$ cat config.mk
export PLATFORM = sky130hd
export DESIGN_NAME = tte_seq_flat
export DESIGN_NICKNAME = d
export VERILOG_FILES = /design/src/hdl/tte_pkg.sv /design/src/hdl/tte_if.sv /design/src/hdl/tte_seq.sv /design/src/flat_wrapper.sv
export SDC_FILE = /design/constraint.sdc
export NUM_CORES = 1
export LEC_CHECK = 0
export BUFFER_PORTS_ARGS = -buffer_cell sky130_fd_sc_hd__buf_2
export CAP_MARGIN = 30
export CORE_UTILIZATION = 50
export CTS_BUF_LIST = sky130_fd_sc_hd__clkbuf_2
export CTS_CLUSTER_SIZE = 40
export DETAILED_ROUTE_END_ITERATION = 8
export PLACE_DENSITY = 0.87
export RECOVER_POWER = 50
export SLEW_MARGIN = 10
export SYNTH_ARGS = -nofsm -noshare
export SYNTH_HDL_FRONTEND = slang
export SYNTH_SLANG_ARGS = --single-unit
$ cat constraint.sdc
create_clock -name clk -period 4.57 [get_ports clk]
set_input_delay 0.2285 -clock clk [delete_from_list [all_inputs] [get_ports clk]]
set_output_delay 0.2285 -clock clk [all_outputs]
set_load 0.02 [all_outputs]
$ cat src/hdl/tte_pkg.sv
// shared constants, types and helpers of the text terminal cell engine
package tte_pkg;

    localparam int COLUMNS  = 80;
    localparam int ROWS     = 25;
    localparam int TAB_STEP = 4;

    localparam int CELLS  = ROWS * COLUMNS;
    localparam int ADDR_W = $clog2(CELLS);
    localparam int CNT_W  = $clog2(CELLS + 1);
    localparam int COL_W  = $clog2(COLUMNS);
    localparam int ROW_W  = $clog2(ROWS);
    localparam int TSUM_W = $clog2(COLUMNS + TAB_STEP);

    localparam int OP_W       = 3;
    localparam int CHAR_W     = 8;
    localparam int CELL_COL_W = 7;
    localparam int CELL_ROW_W = 5;
    localparam int CELL_W     = 16;
    localparam int POS_W      = 11;
    localparam int COLOR_W    = 8;

    localparam logic [OP_W-1:0] OP_PUT   = 3'd0;
    localparam logic [OP_W-1:0] OP_CLEAR = 3'd1;
    localparam logic [OP_W-1:0] OP_UP    = 3'd2;
    localparam logic [OP_W-1:0] OP_DOWN  = 3'd3;
    localparam logic [OP_W-1:0] OP_LEFT  = 3'd4;
    localparam logic [OP_W-1:0] OP_RIGHT = 3'd5;
    localparam logic [OP_W-1:0] OP_READ  = 3'd6;
    localparam logic [OP_W-1:0] OP_WRITE = 3'd7;

    localparam logic [CHAR_W-1:0] CH_BACKSPACE = 8'h08;
    localparam logic [CHAR_W-1:0] CH_TAB       = 8'h09;
    localparam logic [CHAR_W-1:0] CH_NEWLINE   = 8'h0A;
    localparam logic [CHAR_W-1:0] CH_RETURN    = 8'h0D;
    localparam logic [CHAR_W-1:0] CH_SPACE     = 8'h20;

    localparam logic [CELL_W-1:0]  RESET_CELL  = 16'h0720;
    localparam logic [COLOR_W-1:0] RESET_COLOR = 8'h07;

    typedef struct packed {
        logic              we;
        logic [ADDR_W-1:0] waddr;
        logic [CELL_W-1:0] wdata;
        logic              re;
        logic [ADDR_W-1:0] raddr;
    } mem_req_t;

    typedef struct packed {
        logic             valid;
        logic [POS_W-1:0] position;
        logic             rd_sel;
    } resp_t;

    function automatic logic [ADDR_W-1:0] cell_addr(input logic [ROW_W-1:0] r,
                                                   input logic [COL_W-1:0] c);
        return ADDR_W'(r) * ADDR_W'(COLUMNS) + ADDR_W'(c);
    endfunction

endpackage

$ cat src/hdl/tte_if.sv
// item channels of the text terminal cell engine
interface tte_in_if
    import tte_pkg::*;
();
    logic                  valid;
    logic                  ready;
    logic [OP_W-1:0]       operation;
    logic [CHAR_W-1:0]     char_code;
    logic [CELL_COL_W-1:0] cell_column;
    logic [CELL_ROW_W-1:0] cell_row;
    logic [CELL_W-1:0]     cell_value;

    modport source (output valid, operation, char_code, cell_column, cell_row, cell_value,
                    input ready);
    modport sink (input valid, operation, char_code, cell_column, cell_row, cell_value,
                  output ready);
endinterface


$ cat src/hdl/tte_seq.sv
// sequencer: cursor, color register, item decode and screen passes
module tte_seq
    import tte_pkg::*;
(
    input  logic               clk,
    input  logic               rst_n,
    tte_in_if.sink             cmd,
    input  logic               cfg_write,
    input  logic [COLOR_W-1:0] cfg_data,
    input  logic               resp_take,
    output resp_t              resp,
    output mem_req_t           mem_req
);

    localparam logic [1:0] ST_IDLE   = 2'd0;
    localparam logic [1:0] ST_RESP   = 2'd1;
    localparam logic [1:0] ST_SCROLL = 2'd2;
    localparam logic [1:0] ST_FILL   = 2'd3;

    localparam logic [ROW_W-1:0] LAST_ROW  = ROW_W'(ROWS - 1);
    localparam logic [COL_W-1:0] LAST_COL  = COL_W'(COLUMNS - 1);
    localparam logic [CNT_W-1:0] COPY_LEN  = CNT_W'(CELLS - COLUMNS);
    localparam logic [CNT_W-1:0] LAST_CELL = CNT_W'(CELLS - 1);

    logic [1:0]         state_reg, state_next;
    logic [ROW_W-1:0]   row_reg, row_next;
    logic [COL_W-1:0]   col_reg, col_next;
    logic [CNT_W-1:0]   cnt_reg, cnt_next;
    logic               fill_reset_reg, fill_reset_next;
    logic               rd_sel_reg, rd_sel_next;
    logic [COLOR_W-1:0] color_reg;

    logic               accept;
    logic               wrap;
    logic               addr_ok;
    logic [TSUM_W-1:0]  tab_sum;
    logic [ROW_W-1:0]   bs_row;
    logic [COL_W-1:0]   bs_col;
    logic [ADDR_W-1:0]  cur_addr;
    logic [ADDR_W-1:0]  in_addr;
    logic [CELL_W-1:0]  blank_cell;

    assign cmd.ready  = (state_reg == ST_IDLE);
    assign accept     = cmd.valid && cmd.ready;
    assign blank_cell = {color_reg, CH_SPACE};
    assign cur_addr   = cell_addr(row_reg, col_reg);
    assign tab_sum    = TSUM_W'(col_reg) + TSUM_W'(TAB_STEP);
    assign addr_ok    = (32'(cmd.cell_column) < COLUMNS) && (32'(cmd.cell_row) < ROWS);
    assign in_addr    = cell_addr(ROW_W'(cmd.cell_row), COL_W'(cmd.cell_column));

    // backspace target, wraps to the previous row and stops at the top-left corner
    always_comb
    begin
        bs_row = row_reg;
        bs_col = col_reg;
        if (col_reg != '0)
        begin
            bs_col = col_reg - COL_W'(1);
        end
        else if (row_reg != '0)
        begin
            bs_row = row_reg - ROW_W'(1);
            bs_col = LAST_COL;
        end
    end

    assign resp.valid    = (state_reg == ST_RESP);
    assign resp.position = POS_W'(cur_addr);
    assign resp.rd_sel   = rd_sel_reg;

    always_comb
    begin
        state_next      = state_reg;
        row_next        = row_reg;
        col_next        = col_reg;
        cnt_next        = cnt_reg;
        fill_reset_next = fill_reset_reg;
        rd_sel_next     = rd_sel_reg;
        wrap            = 1'b0;
        mem_req         = '0;

        case (state_reg)
            ST_IDLE:
            begin
                if (accept)
                begin
                    state_next  = ST_RESP;
                    rd_sel_next = 1'b0;
                    case (cmd.operation)
                        OP_PUT:
                        begin
                            case (cmd.char_code)
                                CH_NEWLINE:
                                begin
                                    wrap = 1'b1;
                                end
                                CH_RETURN:
                                begin
                                    col_next = '0;
                                end
                                CH_TAB:
                                begin
                                    if (tab_sum >= TSUM_W'(COLUMNS))
                                    begin
                                        wrap = 1'b1;
                                    end
                                    else
                                    begin
                                        col_next = COL_W'(tab_sum);
                                    end
                                end
                                CH_BACKSPACE:
                                begin
                                    row_next      = bs_row;
                                    col_next      = bs_col;
                                    mem_req.we    = 1'b1;
                                    mem_req.waddr = cell_addr(bs_row, bs_col);
                                    mem_req.wdata = blank_cell;
                                end
                                default:
                                begin
                                    mem_req.we    = 1'b1;
                                    mem_req.waddr = cur_addr;
                                    mem_req.wdata = {color_reg, cmd.char_code};
                                    if (col_reg == LAST_COL)
                                    begin
                                        wrap = 1'b1;
                                    end
                                    else
                                    begin
                                        col_next = col_reg + COL_W'(1);
                                    end
                                end
                            endcase
                        end
                        OP_CLEAR:
                        begin
                            row_next        = '0;
                            col_next        = '0;
                            cnt_next        = '0;
                            fill_reset_next = 1'b0;
                            state_next      = ST_FILL;
                        end
                        OP_UP:
                        begin
                            if (row_reg != '0)
                            begin
                                row_next = row_reg - ROW_W'(1);
                            end
                        end
                        OP_DOWN:
                        begin
                            if (row_reg != LAST_ROW)
                            begin
                                row_next = row_reg + ROW_W'(1);
                            end
                        end
                        OP_LEFT:
                        begin
                            if (col_reg != '0)
                            begin
                                col_next = col_reg - COL_W'(1);
                            end
                        end
                        OP_RIGHT:
                        begin
                            if (col_reg != LAST_COL)
                            begin
                                col_next = col_reg + COL_W'(1);
                            end
                        end
                        OP_READ:
                        begin
                            rd_sel_next   = addr_ok;
                            mem_req.re    = addr_ok;
                            mem_req.raddr = in_addr;
                        end
                        OP_WRITE:
                        begin
                            mem_req.we    = addr_ok;
                            mem_req.waddr = in_addr;
                            mem_req.wdata = cmd.cell_value;
                        end
                        default:
                        begin
                        end
                    endcase

                    // move to the next line, scrolling from the bottom row
                    if (wrap)
                    begin
                        col_next = '0;
                        if (row_reg == LAST_ROW)
                        begin
                            cnt_next   = '0;
                            state_next = ST_SCROLL;
                        end
                        else
                        begin
                            row_next = row_reg + ROW_W'(1);
                        end
                    end
                end
            end
            ST_RESP:
            begin
                if (resp_take)
                begin
                    state_next = ST_IDLE;
                end
            end
            ST_SCROLL:
            begin
                // read one row ahead, write back what the previous cycle read
                mem_req.re    = (cnt_reg < COPY_LEN);
                mem_req.raddr = cnt_reg[ADDR_W-1:0] + ADDR_W'(COLUMNS);
                mem_req.we    = (cnt_reg != '0);
                mem_req.waddr = cnt_reg[ADDR_W-1:0] - ADDR_W'(1);
                if (cnt_reg == COPY_LEN)
                begin
                    fill_reset_next = 1'b0;
                    state_next      = ST_FILL;
                end
                else
                begin
                    cnt_next = cnt_reg + CNT_W'(1);
                end
            end
            ST_FILL:
            begin
                mem_req.we    = 1'b1;
                mem_req.waddr = cnt_reg[ADDR_W-1:0];
                mem_req.wdata = fill_reset_reg ? RESET_CELL : blank_cell;
                if (cnt_reg == LAST_CELL)
                begin
                    fill_reset_next = 1'b0;
                    state_next      = fill_reset_reg ? ST_IDLE : ST_RESP;
                end
                else
                begin
                    cnt_next = cnt_reg + CNT_W'(1);
                end
            end
            default:
            begin
                state_next = ST_IDLE;
            end
        endcase
    end

    // write data of the scroll copy is the ram output, patched in by the top level
    always_ff @(posedge clk or negedge rst_n)
    begin
        if (!rst_n)
        begin
            state_reg      <= ST_FILL;
            row_reg        <= '0;
            col_reg        <= '0;
            cnt_reg        <= '0;
            fill_reset_reg <= 1'b1;
            rd_sel_reg     <= 1'b0;
            color_reg      <= RESET_COLOR;
        end
        else
        begin
            state_reg      <= state_next;
            row_reg        <= row_next;
            col_reg        <= col_next;
            cnt_reg        <= cnt_next;
            fill_reset_reg <= fill_reset_next;
            rd_sel_reg     <= rd_sel_next;
            if (cfg_write)
            begin
                color_reg <= cfg_data;
            end
        end
    end

endmodule

$ cat src/flat_wrapper.sv
// flat-port wrapper written by rule: the top's interface ports become plain ports
module tte_seq_flat import tte_pkg::*;
  (clk, rst_n, cfg_write, cfg_data, resp_take, resp, mem_req, cmd_valid, cmd_operation, cmd_char_code, cmd_cell_column, cmd_cell_row, cmd_cell_value, cmd_ready);
  tte_in_if cmd_i ();
  input  logic clk;
  input  logic rst_n;
  input  logic cfg_write;
  input  logic [COLOR_W-1:0] cfg_data;
  input  logic resp_take;
  output resp_t resp;
  output mem_req_t mem_req;
  input wire logic [$bits(cmd_i.valid)-1:0] cmd_valid;
  input wire logic [$bits(cmd_i.operation)-1:0] cmd_operation;
  input wire logic [$bits(cmd_i.char_code)-1:0] cmd_char_code;
  input wire logic [$bits(cmd_i.cell_column)-1:0] cmd_cell_column;
  input wire logic [$bits(cmd_i.cell_row)-1:0] cmd_cell_row;
  input wire logic [$bits(cmd_i.cell_value)-1:0] cmd_cell_value;
  output wire logic [$bits(cmd_i.ready)-1:0] cmd_ready;
  assign cmd_i.valid = cmd_valid;
  assign cmd_i.operation = cmd_operation;
  assign cmd_i.char_code = cmd_char_code;
  assign cmd_i.cell_column = cmd_cell_column;
  assign cmd_i.cell_row = cmd_cell_row;
  assign cmd_i.cell_value = cmd_cell_value;
  assign cmd_ready = cmd_i.ready;
  tte_seq u_core (.clk(clk), .rst_n(rst_n), .cmd(cmd_i), .cfg_write(cfg_write), .cfg_data(cfg_data), .resp_take(resp_take), .resp(resp), .mem_req(mem_req));
endmodule
=== Word-level counts from Yosys, hierarchy flattened ===
Index checks and enable logic that the tools add are counted.

* Register bits after elaboration: 35
* Latch bits: 0
* Bits in writable memories: 0
* Bits in read-only memories: 0
* Bits of input ports: 52
* Output and inout bits: 54
* Logic and storage cells: 125
* Memories: 0

* $add $sub $neg: 11
* Multipliers: 3
* Divide/modulo/power cells: 0
* Order comparisons: 4
* Eq/ne operators: 32
* Shift-type cells: 0
* Mux-type cells: 52
* Bitwise operators: 0
* Reduce and logical (&&, ||, !) cells: 16

{| class="wikitable"
|+ Operator list
! operator !! number
|-
| $pmux 28 s2 || 2
|-
| $mux 11 || 6
|-
| $pmux 7 s4 || 2
|-
| $mux 7 || 7
|-
| $mux 40 || 1
|-
| $pmux 12 s3 || 1
|-
| $add 11x7->11 || 3
|-
| $pmux 11 s3 || 1
|-
| $eq 8x4->1 const B || 4
|-
| $pmux 16 s2 || 1
|-
| $mux 5 || 6
|-
| $pmux 12 s2 || 1
|-
| $eq 11x11->1 const B || 2
|-
| $mul 5x3->7 const B || 3
|-
| $pmux 5 s4 || 1
|-
| $mux 16 || 1
|-
| $mux 2 || 7
|-
| $eq 3x3->1 const B || 4
|-
| $mux 12 || 1
|-
| $add 11x1->11 const B || 1
|-
| $add 11x7->11 const B || 1
|-
| $lt 11x11->1 const B || 1
|-
| $mux 1 || 11
|-
| $reduce_bool 11->1 || 1
|-
| 37 further kinds || 49
|}

=== Logic depth before layout (Yosys ltp) ===
Gate-level depths: netlist (run 1).

* Depth in word-level cells: 10
* Gate-level depth with buffers: 16
* Mapped depth without buffers: 15

=== Least setup slack after synthesis (run 1) ===
No wires, ideal clock.

* Path kind: reg-to-output
* Start: reg u_core.col_reg[2]
* End: out mem_req[38] (netlist bit)
* Arrival time: 4519 ps
* Required time: 4342 ps
* Slack: -178 ps
* Stages on the path, launching flop included: 17
* Buffers on the path: 1
* Path through: dfrtp_1 -> clkbuf_1 -> inv_1 -> ha_1 -> and4bb_2 -> nand2_1 -> nor4_1 -> mux2_2 -> ha_1 -> ha_1 -> fa_1 -> nand2_1 -> nor3_1 -> mux2_2 -> o211a_1 -> mux2i_1 -> a311oi_1

{| class="wikitable"
|+ RTL lines
! element !! RTL line !! text
|-
| from (decl) || tte_seq.sv:27 || <nowiki>logic [COL_W-1:0] col_reg, col_next;</nowiki>
|-
| from (signal assigned) || tte_seq.sv:268 || <nowiki>col_reg <= col_next;</nowiki>
|-
| to (decl) || flat_wrapper.sv:11 || <nowiki>output mem_req_t mem_req;</nowiki>
|}

==> impl_metrics.yaml, run 1 <==
setup_path:
  start_kind: "register"
  cp-endpoint: "mem_req[38]"
  slowest_stage: "fa_1"
  cp_num_cells: 14
  cp.arrival_ns: 4.31
  crit_type: "register to output pin"
  crit_path_end_kind: "output pin"
  crit_chain: "inv_4, ha_4, or3b_2, nor3_2, mux2_4, ha_4, fa_1, nand2_2, nor3_2, mux2_2, o211a_1, mux2i_1, a311oi_2, buf_4"
  worst-path-buf-inv: 2
  path_delay_family: "adder cells"
  rr_worst_depth: 8
  crit_start: "u_core.row_reg[1]"
  ff2ff_setup_slack_ns: 1.18
  max_stage_delay_ns: 0.55
  worstPathRequired_ns: 4.34
  reg2reg_from: "u_core.col_reg[3]"
  r2r-end: "u_core.cnt_reg[0]"
  cp_max_fo: 6
finish:
  final_cells: 906
  antenna_cells: 0
  nets: 874
  drive_gt1_share_pct: 25.32
  syn2layout_area_growth_pct: 17.15
  largest_reg_flops: 11
  fillerInstances: 917
  stdcell_area_sq_um: 6240
clock_tree:
  clock_latency_ns: 0.44
  cts_tree: "done"
  cts-root-buf: "clkbuf_2"
  ctsHtreeMaxLevel: 2
  tritoncts.num_buffers: 5
  clkSlewWorstSetupHoldPaths_ns: 0.25
  clockBufferDepth: 2
  clkSinkCount: 35
detailed_routing:
  vias_per_cell: 6.619
  post_drt_wl_per_cell_um: 18.85
  dr.pass1.iters: 6
  postRouteAntennaNets: 0
  drt_iter0_drc: 790
  drc_errors: 0
  wirelength_um: 17080
  num_vias: 5997
global_routing:
  met2_usage_pct: 50.33
  grt_overflow: 0
  grt_max_degree: 36
  grt_pass1_vias: 5527
  track_usage_pct: 30.14
  grtUsageMet3_pct: 6.122
  antenna_found_initial: 0
  top_usage_layer: "met2"
  grt_pass1_wl_um: 27260
  met1_usage_pct: 37.90
floorplanning:
  ios: 106
  dieArea_sq_um: 11070
  die_y_um: 105.2
  core_area_sq_um: 10320
  initial_utilization_pct: 51.59
  chipWidth_um: 105.2
  core.rowCount: 37
pwr:
  combPwrFrac_pct: 83.1
  switching_share_pct: 54.79
  ir_worst_vdd_mv: 0.3778
  clockPowerShare_pct: 4.4
  power_mw: 4.974
  powerDensity_nw_per_um2: 797.1
  seqPwrFrac_pct: 12.5
  p_switching_mw: 2.725
  power.internal_mw: 2.249
  p_leak_nw: 2.728
timing:
  fin_hold_ws_ns: 0.009341
  final.min_clock_period_ns: 4.539
  tightestPinTransition_ns: 2.121
  fmax_mhz: 220.3
  final_hold_viol_count: 0
  fin_crit_sh_pct: 99.33
  worst_slack_ns: 0.03082
  relSlewSlack_pct: -41.40
  setup_violations: 0
  rsz0062_at_grt: "true"
  drv_slew: 36
  fin_worst_skew_ns: 0.04595
logic_synthesis:
  synth-edff-count: 0
  netlist_area_sq_um: 5326
  avgSynthCellArea_sq_um: 7.868
  yosysSeqAreaShare_pct: 16.58
  ys_ff_latch: 35
  synth-warning-count: 0
  yosys_most_used_dff: "dfrtp_1"
  syn_inst: 677
  synth_area_leader_cell: "dfrtp_1"
  yosysTopAreaCellShare_pct: 13.62
  synth.most_common_cell: "nor2_1"
  yosysUniqueCellTypes: 77
  synth_common_cells: "56 x nor2_1, 48 x a21oi_1, 47 x ha_1, 44 x nand2_1, 37 x clkbuf_1"
  syn_nets: 782
  async_reset_ff_share_pct: 100.0
  synth_area_leaders: "dfrtp_1 14%, ha_1 11%, a21oi_1 4.5%"
place:
  port_buffers: 105
  dp.cells: 885
  hpwl_um: 12450
  dpl_cell_area_sq_um: 5948
  dpl_worst_slack_ns: 0.1605
  gp_congestion: 0.9491
run:
  drv_cap: 1
outcome:
  violations: "max-capacitance violations, max-slew violations"
  status: "complete, but fails checks"
hold_path:
  min_path_type: "primary input to register"
==> repair_timing <==
item / CTS / global route
gates cloned: 0 / 0
buffers inserted: 9 / 3
setup endpoints to repair: 1 / 1
resized for setup: 19 / 10
hold buffers: 1 / 0
hold endpoints to repair: 29 / 0
pin swaps: 7 / 3
==> worst reg2reg max path: cells and delay by family (launching register included) <==
family                     cells  cell delay [ns]
AOI/OAI and AO/OA              2             0.75
adders and majority gates      1             0.43
buffers and inverters          1             0.56
DFF                            1             0.42
muxes                          1             0.29
and+or+nand+nor                3             0.83
==> worst min-delay path by stage <==
stage	start	cells past startpoint	slack, ns	to
2_1_floorplan	rst_n	0	-0.07	u_core.cnt_reg[0]
3_3_place_gp	rst_n	1	0.38	u_core.row_reg[4]
3_5_place_dp	rst_n	1	0.38	u_core.row_reg[0]
4_1_cts	cfg_data[7]	2	0.04	u_core.color_reg[7]
5_1_grt	cfg_data[7]	2	0.002	u_core.color_reg[7]
6_report	cfg_data[7]	2	0.009	u_core.color_reg[7]
==> cells in the final DEF, fill, tap and decap left out, types with 5 or more instances in the layout <==
cell and n:
dfrtp_1 29, a211o_1 5, nor4_1 6, and3_1 6, clkbuf_2 5, o22ai_1 8, and2_1 6, a22oi_1 14
buf_4 32, a21o_1 13, a22o_1 11, mux2_2 13, o211ai_1 8, nor2_1 56, o2bb2ai_1 11, nand2_1 43
a31oi_1 6, buf_2 99, clkbuf_1 7, o21ai_0 28, ha_1 40, nor2b_1 9, nand2b_1 10, nor3_1 17
a222oi_1 6, nor3b_1 5, mux2i_1 9, inv_1 20, nand3_1 25, ha_4 7, fa_1 6, xor2_1 20
a221oi_1 6, or3_1 6, a21oi_1 48, xnor2_1 23, a32o_1 5
==> cell families (layout without fill, tap and decap cells) <==
family / count (synthesis) / count (layout) / synth area share [%]
compound gates: 221 / 221 / 29.65
xor+xnor: 43 / 43 / 7.071
fa+ha+maj: 53 / 53 / 13.30
buf+inv: 80 / 173 / 6.248
flops: 35 / 35 / 16.58
mux: 25 / 25 / 5.051
simple gates: 220 / 220 / 22.11
==> power groups by stage <==
| stage | logic, mW | clock network (mW) | registers (mW) |
|---|---|---|---|
| 3_5_place_dp | 3.64 | 0 | 0.615 |
| 5_1_grt | 4.44 | 0.231 | 0.641 |
| 4_1_cts | 3.88 | 0.215 | 0.612 |
| 3_3_place_gp | 3.59 | 0 | 0.609 |
| 2_1_floorplan | 2.76 | 0 | 0.543 |
| 6_report | 4.13 | 0.220 | 0.621 |
==> stage by stage <==
step / setup TNS [ns] / utilization, %
floorplan: 0 / -
global placement: 0 / 57.57
detailed placement: 0 / 57.62
CTS: 0 / 59.70
global route: -0.05392 / 60.44
finish: 0 / 60.44
==> area by class of cell <==
cell class                      count  area [sq um]  area share [%]
Multi-Input combinational cell    562          4249           68.10
Sequential cell                    35         883.3           14.16
Timing Repair Buffer              139         772.0           12.37
Tap cell                          136         170.2           2.727
Inverter                           26         101.3           1.624
Clock inverter                      3         38.79          0.6216
Clock buffer                        5         25.02          0.4010
==> per-layer routing <==
metal,part of all wire [%],vias to the layer above,routed length (um)
met5,0,-,0
met3,10,75,1722
met4,3.9,0,669
li1,-,2716,-
met1,39,2826,6595
met2,47,380,8096
(Power assumes the default switching activity.)
==> run 2, diff against run 1 <==
RECOVER_POWER = default   (was 50)
==> run 2 against run 1 <==
The run now ends clean. Sequential share of layout area hardly changed. Sequential power is essentially flat. First-iteration DRC count grew 0.51%. Via count decreased by 0.33%. Global-route usage stayed put. Non-clock buffer count did not move. Register-to-register slack better by 0.43 ns. Total power is 0.26% higher. Combinational power about the same. Clock-buffer cell count is the same. Maximum frequency is 0.11% lower. Clock skew fell by 0.0039 ns. Largest cell class unchanged. Largest power group unchanged.
==> impl_metrics.yaml, run 2 (synthesis gave the netlist of run 1 again) <==
place:
  dpl_worst_slack_ns: 0.1605
  gp_congestion: 0.9491
  port_buffers: 105
  dp.cells: 885
  hpwl_um: 12450
pwr:
  power.internal_mw: 2.263
  combPwrFrac_pct: 83.1
  ir_worst_vdd_mv: 0.3773
  switching_share_pct: 54.61
  p_leak_nw: 2.753
  p_switching_mw: 2.724
  seqPwrFrac_pct: 12.5
  powerDensity_nw_per_um2: 797.8
  clockPowerShare_pct: 4.4
setup_path:
  worstPathRequired_ns: 4.34
  worst-path-buf-inv: 2
  cp.arrival_ns: 4.32
  crit_chain: "inv_4, ha_4, or3b_2, nor3_2, mux2_4, ha_4, fa_1, nand2_2, nor3_2, mux2_2, o211a_1, mux2i_1, a311oi_2, buf_4"
  slowest_stage: "fa_1"
  crit_path_end_kind: "output pin"
  reg2reg_from: "u_core.col_reg[3]"
  start_kind: "register"
  max_stage_delay_ns: 0.55
  path_delay_family: "adder cells"
  cp_max_fo: 6
  crit_type: "register to output pin"
  crit_start: "u_core.row_reg[1]"
finish:
  antenna_cells: 0
  largest_reg_flops: 11
  nets: 874
  drive_gt1_share_pct: 26.62
  mostFrequentLayoutCells: "105 x buf_2, 56 x nor2_1, 48 x a21oi_1, 43 x nand2_1, 40 x ha_1"
  final_common_cell: "buf_2"
  syn2layout_area_growth_pct: 17.36
  final_cells: 906
floorplanning:
  core_area_sq_um: 10320
  initial_utilization_pct: 51.59
  dieArea_sq_um: 11070
  chipWidth_um: 105.2
  core.rowCount: 37
  ios: 106
  die_y_um: 105.2
clock_tree:
  clockBufferDepth: 2
  clkSlewWorstSetupHoldPaths_ns: 0.24
  clkSinkCount: 35
  tritoncts.num_buffers: 5
  clock_latency_ns: 0.44
  cts_tree: "done"
  cts-root-buf: "clkbuf_2"
  ctsHtreeMaxLevel: 2
detailed_routing:
  post_drt_wl_per_cell_um: 18.89
  dr.pass1.iters: 6
  wirelength_um: 17110
  drt_iter0_drc: 794
  num_vias: 5977
  vias_per_cell: 6.597
  postRouteAntennaNets: 0
  drc_errors: 0
timing:
  final_hold_viol_count: 0
  setup_violations: 0
  final.min_clock_period_ns: 4.544
  drv_slew: 0
  fin_worst_skew_ns: 0.04206
  tightestPinTransition_ns: 0.8921
  fmax_mhz: 220.1
  fin_crit_sh_pct: 99.44
  relSlewSlack_pct: 40.53
  rsz0062_at_grt: "true"
  worst_slack_ns: 0.02573
hold_path:
  min_path_type: "primary input to register"
  hp-start: "cfg_data[7]"
global_routing:
  grt_max_degree: 36
  grt_pass1_vias: 5527
  track_usage_pct: 30.14
  antenna_found_initial: 0
  grt_overflow: 0
  grt_pass1_wl_um: 27260
outcome:
  status: "completed"
run:
  drv_cap: 0
[run 2: changes by cell type in the layout (fill, tap and decap cells not counted), sizes merged]
cell and delta:
buf +7, clkbuf -7
[run 2: through the flow]
stage | area, sq um | setup TNS [ns] | power, mW | utilization [%] | hold slack (ns)
finish | 6251 | 0 | 4.987 | 60.55 | 0.01246
global route | 6251 | -0.05392 | 5.322 | 60.55 | 0.002239
CTS | 6163 | 0 | 4.704 | 59.70 | 0.03939
detailed placement | 5948 | 0 | 4.252 | 57.62 | 0.3837
global placement | 5943 | 0 | 4.196 | 57.57 | 0.3817
floorplan | 5333 | 0 | 3.303 | - | -0.06709
[run 2: path summary, 6_finish.rpt]
| kind | endpoint | slack [ns] | depth (start not counted) |
|---|---|---|---|
| min reg2reg | u_core.fill_reset_reg | 0.49 | 2 |
| max in group asynchronous | u_core.color_reg[3] | 3.56 | 2 |
| max reg2reg | u_core.cnt_reg[0] | 1.61 | 8 |
| min | u_core.color_reg[7] | 0.01 | 2 |
| max | mem_req[38] | 0.03 | 14 |
| min in group asynchronous | u_core.row_reg[4] | 0.40 | 2 |
[run 2: layer usage]
metal / GRT usage [%] / vias to the layer above / wire [um]
met4: 12.17 / 0 / 750
met3: 6.122 / 87 / 1633
met5: 0 / - / 0
li1: - / 2720 / -
met1: 37.90 / 2804 / 6635
met2: 50.33 / 366 / 8092
[run 2: worst register-to-register path: cells and delay by family (launching register included)]
| family | cells | cell delay (ns) |
|---|---|---|
| simple gates | 3 | 0.82 |
| compound gates | 2 | 0.75 |
| flops | 1 | 0.42 |
| fa+ha+maj | 1 | 0.33 |
| mux | 1 | 0.29 |
| buf+inv | 1 | 0.23 |
[run 2: layout make-up]
class	count	area [sq um]
Clock buffer	5	25.02
Sequential cell	35	883.3
Fill cell	914	4073
Tap cell	136	170.2
Clock inverter	3	38.79
Timing Repair Buffer	139	783.3
Inverter	26	101.3
Multi-Input combinational cell	562	4249
[run 2: timing repair]
action,4_1_cts,5_1_grt
endpoints found under the setup margin,1,1
buffers inserted,9,3
pin swaps,7,3
hold endpoints to repair,29,0
hold buffers,1,0
resized for setup,19,10
[run 2: power by group through the flow]
stage                     clock network, mW  registers, mW  logic [mW]
after global placement                    0          0.609        3.59
after floorplan                           0          0.543        2.76
after CTS                             0.215          0.612        3.88
after detailed placement                  0          0.615        3.64
after global routing                  0.231          0.643        4.45
final                                 0.219          0.622        4.15
==> run 3, diff against run 2 <==
ABC_AREA = 1   (was default)
==> run 3 against run 2 <==
The flow now finishes with violations (negative hold slack). Setup slack improved by 0.30 ns. Global-route usage rose by 1.5 points. Register-to-register slack improved by 0.40 ns. Largest cell class unchanged. Total power fell by 26%. Utilization decreased by 2.5 points. Synthesized area rose by 4.2%. Cell count up 28%. Maximum frequency is 7.0% higher.
==> impl_metrics.yaml, run 3 <==
logic_synthesis:
  async_reset_ff_share_pct: 100.0
  ys_ff_latch: 35
  synth_common_cells: "282 x nand2_1, 106 x inv_1, 87 x nand3_1, 76 x nor2_1, 55 x a21oi_1"
  avgSynthCellArea_sq_um: 6.047
  synthAdderAreaFrac_pct: 12.76
  netlist_area_sq_um: 5552
  synth-edff-count: 0
  synth_area_leaders: "nand2_1 19%, dfrtp_1 13%, ha_1 11%"
  yosysTopAreaCellShare_pct: 19.07
  synthXorXnorAreaFrac_pct: 3.922
  synth_top_family_by_area: "simple AND/OR/NAND/NOR gates"
  yosys_most_used_dff: "dfrtp_1"
  synth.most_common_cell: "nand2_1"
  synthSimpleGateAreaFrac_pct: 41.20
  synth-compound-area-share_pct: 14.63
  syn_inst: 918
  yosysSeqAreaShare_pct: 15.91
  yosysUniqueCellTypes: 51
  synth-warning-count: 0
  synth_mux_area_share_pct: 0.6085
  syn_nets: 1023
  synth_area_leader_cell: "nand2_1"
clock_tree:
  cts_tree: "done"
  clkSinkCount: 35
  tritoncts.num_buffers: 5
  clkSlewWorstSetupHoldPaths_ns: 0.21
  cts_setup_buffers: 0
  clock_latency_ns: 0.47
  cts-root-buf: "clkbuf_2"
  ctsHtreeMaxLevel: 2
  clockBufferDepth: 2
detailed_routing:
  vias_per_cell: 5.718
  wirelength_um: 17840
  dr.pass1.iters: 7
  drt_iter0_drc: 652
  postRouteAntennaNets: 0
  post_drt_wl_per_cell_um: 15.39
  num_vias: 6627
  drc_errors: 0
pwr:
  combPwrFrac_pct: 79.0
  p_switching_mw: 2.252
  seqPwrFrac_pct: 16.0
  clockPowerShare_pct: 5.0
  switching_share_pct: 60.96
  p_leak_nw: 3.463
  ir_worst_vdd_mv: 0.5112
  power.internal_mw: 1.442
  powerDensity_nw_per_um2: 587.1
floorplanning:
  ios: 106
  chipWidth_um: 107.4
  core_area_sq_um: 10840
  core.rowCount: 38
  die_y_um: 107.4
  dieArea_sq_um: 11530
  initial_utilization_pct: 51.21
run:
  drv_cap: 0
setup_path:
  max_stage_delay_ns: 0.55
  crit_type: "register to output pin"
  start_kind: "register"
  crit_path_end_kind: "output pin"
  worstPathRequired_ns: 4.34
  slowest_stage: "dfrtp_1"
  cp.arrival_ns: 4.02
  path_delay_family: "simple AND/OR/NAND/NOR gates"
  critPathMostFrequentCell: "nand2_1"
  crit_chain: "inv_1, ha_1, nand2_1, nor2_4, nand3_1, nand2_1, ha_1, ha_1, fa_1, nand2_1, inv_1, nand4_1, nand3b_1, nand2_1, nand2_1, nand3_1, nand2_1, nand2_1, a21oi_1, buf_2"
  cp_max_fo: 10
  worst-path-buf-inv: 3
global_routing:
  grtUsageMet3_pct: 4.056
  antenna_found_initial: 0
  grt_pass1_vias: 5986
  grt_max_degree: 36
  met2_usage_pct: 51.61
  track_usage_pct: 31.66
  grt_pass1_wl_um: 28890
  met1_usage_pct: 42.01
  grt_overflow: 0
  top_usage_layer: "met2"
place:
  hpwl_um: 13830
  port_buffers: 105
  gp_congestion: 0.9849
timing:
  fin_worst_skew_ns: 0.04390
  tightestPinTransition_ns: 0.6381
  fin_hold_ws_ns: -0.01050
  drv_slew: 0
  setup_violations: 0
  relSlewSlack_pct: 57.46
  fmax_mhz: 235.5
  final.min_clock_period_ns: 4.247
  final_hold_viol_count: 1
  fin_tns_setup_ns: 0
  rsz0062_at_grt: "false"
  fin_crit_sh_pct: 92.93
outcome:
  violations: "negative hold slack"
  status: "complete, but fails checks"
finish:
  mostFrequentLayoutCells: "282 x nand2_1, 106 x buf_2, 105 x inv_1, 87 x nand3_1, 76 x nor2_1"
  syn2layout_area_growth_pct: 13.34
  drive_gt1_share_pct: 17.19
  fillerInstances: 1086
  final_common_cell: "nand2_1"
  largest_reg_flops: 11
  nets: 1122
hold_path:
  min_path_type: "primary input to register"
## run 3: cell types whose count changed after synthesis, moves of 11 or more
| cell | change |
|---|---|
| nand3_1 | +62 |
| clkbuf_1 | -24 |
| a21o_1 | -13 |
| a22o_1 | -11 |
| xnor2_1 | -20 |
| o2bb2ai_1 | -11 |
| nor2_1 | +20 |
| mux2_2 | -12 |
| nor3_1 | -11 |
| nand4_1 | +18 |
| o21ai_0 | +13 |
| nand2_1 | +238 |
| inv_1 | +81 |
## run 3: layout make-up
| type | instances | area, sq um | share of cell area [%] |
|---|---|---|---|
| Multi-Input combinational cell | 735 | 4059 | 64.51 |
| Antenna cell | 1 | 2.502 | 0.03977 |
| Clock buffer | 5 | 25.02 | 0.3977 |
| Sequential cell | 35 | 884.6 | 14.06 |
| Timing Repair Buffer | 120 | 668.1 | 10.62 |
| Clock inverter | 3 | 25.02 | 0.3977 |
| Tap cell | 140 | 175.2 | 2.784 |
| Inverter | 120 | 452.9 | 7.198 |
## run 3: what timing repair did
action,CTS,global route
hold buffers,7,1
endpoints found under the setup margin,0,2
resized for setup,0,2
endpoints found under the hold margin,35,1
## run 3: worst paths after layout
| check | from | endpoint | slack (ns) | depth (start not counted) |
|---|---|---|---|---|
| max | u_core.col_reg[2] | mem_req[37] | 0.32 | 20 |
| min | cfg_data[6] | u_core.color_reg[6] | -0.01 | 3 |
| max reg2reg | u_core.state_reg[0] | u_core.col_reg[3] | 2.01 | 8 |
| min reg2reg | u_core.fill_reset_reg | u_core.fill_reset_reg | 0.52 | 2 |
| max in group asynchronous | rst_n | u_core.state_reg[1] | 3.87 | 3 |
| min in group asynchronous | rst_n | u_core.cnt_reg[9] | 0.18 | 2 |
## run 3: worst min-delay path, stage by stage
cell     delay (ns)
buf_2          0.07
nand2_1        0.04
o21ai_0        0.05
## run 3: logic make-up (layout without fill, tap and decap cells)
| logic type | count (synthesis) | in the layout |
|---|---|---|
| XOR/XNOR | 24 | 24 |
| AO/OA/AOI/OAI | 143 | 143 |
| multiplexers | 3 | 3 |
| AND/OR/NAND/NOR | 512 | 512 |
| buffers and inverters | 148 | 248 |
| adder cells (fa/ha/maj) | 53 | 53 |
| flip-flops | 35 | 35 |
| other | 0 | 1 |
## run 3: routing by layer
metal / wire, um / up-vias
met5: 0 / -
li1: - / 3210
met4: 641 / 0
met1: 7542 / 2982
met2: 7996 / 383
met3: 1654 / 52
## run 3: per-stage QoR
stage / util [%] / worst slack [ns] / cell area (sq um) / power, mW / instances
after floorplan: - / 1.078 / 5552 / 2.732 / 918
after global placement: 56.51 / 0.9289 / 6126 / 3.392 / 1139
after detailed placement: 56.56 / 0.8514 / 6131 / 3.440 / 1140
after CTS: 57.66 / 0.3248 / 6251 / 3.638 / 1155
after global routing: 58.02 / 0.03580 / 6290 / 4.074 / 1158
final: 58.04 / 0.3231 / 6292 / 3.694 / 1159
## run 3: power by group through the flow
stage | Sequential, mW | Combinational (mW) | Clock, mW
after floorplan | 0.499 | 2.23 | 0
after global placement | 0.582 | 2.81 | 0
after detailed placement | 0.588 | 2.85 | 0
after CTS | 0.582 | 2.87 | 0.184
after global routing | 0.605 | 3.27 | 0.202
final | 0.590 | 2.92 | 0.186
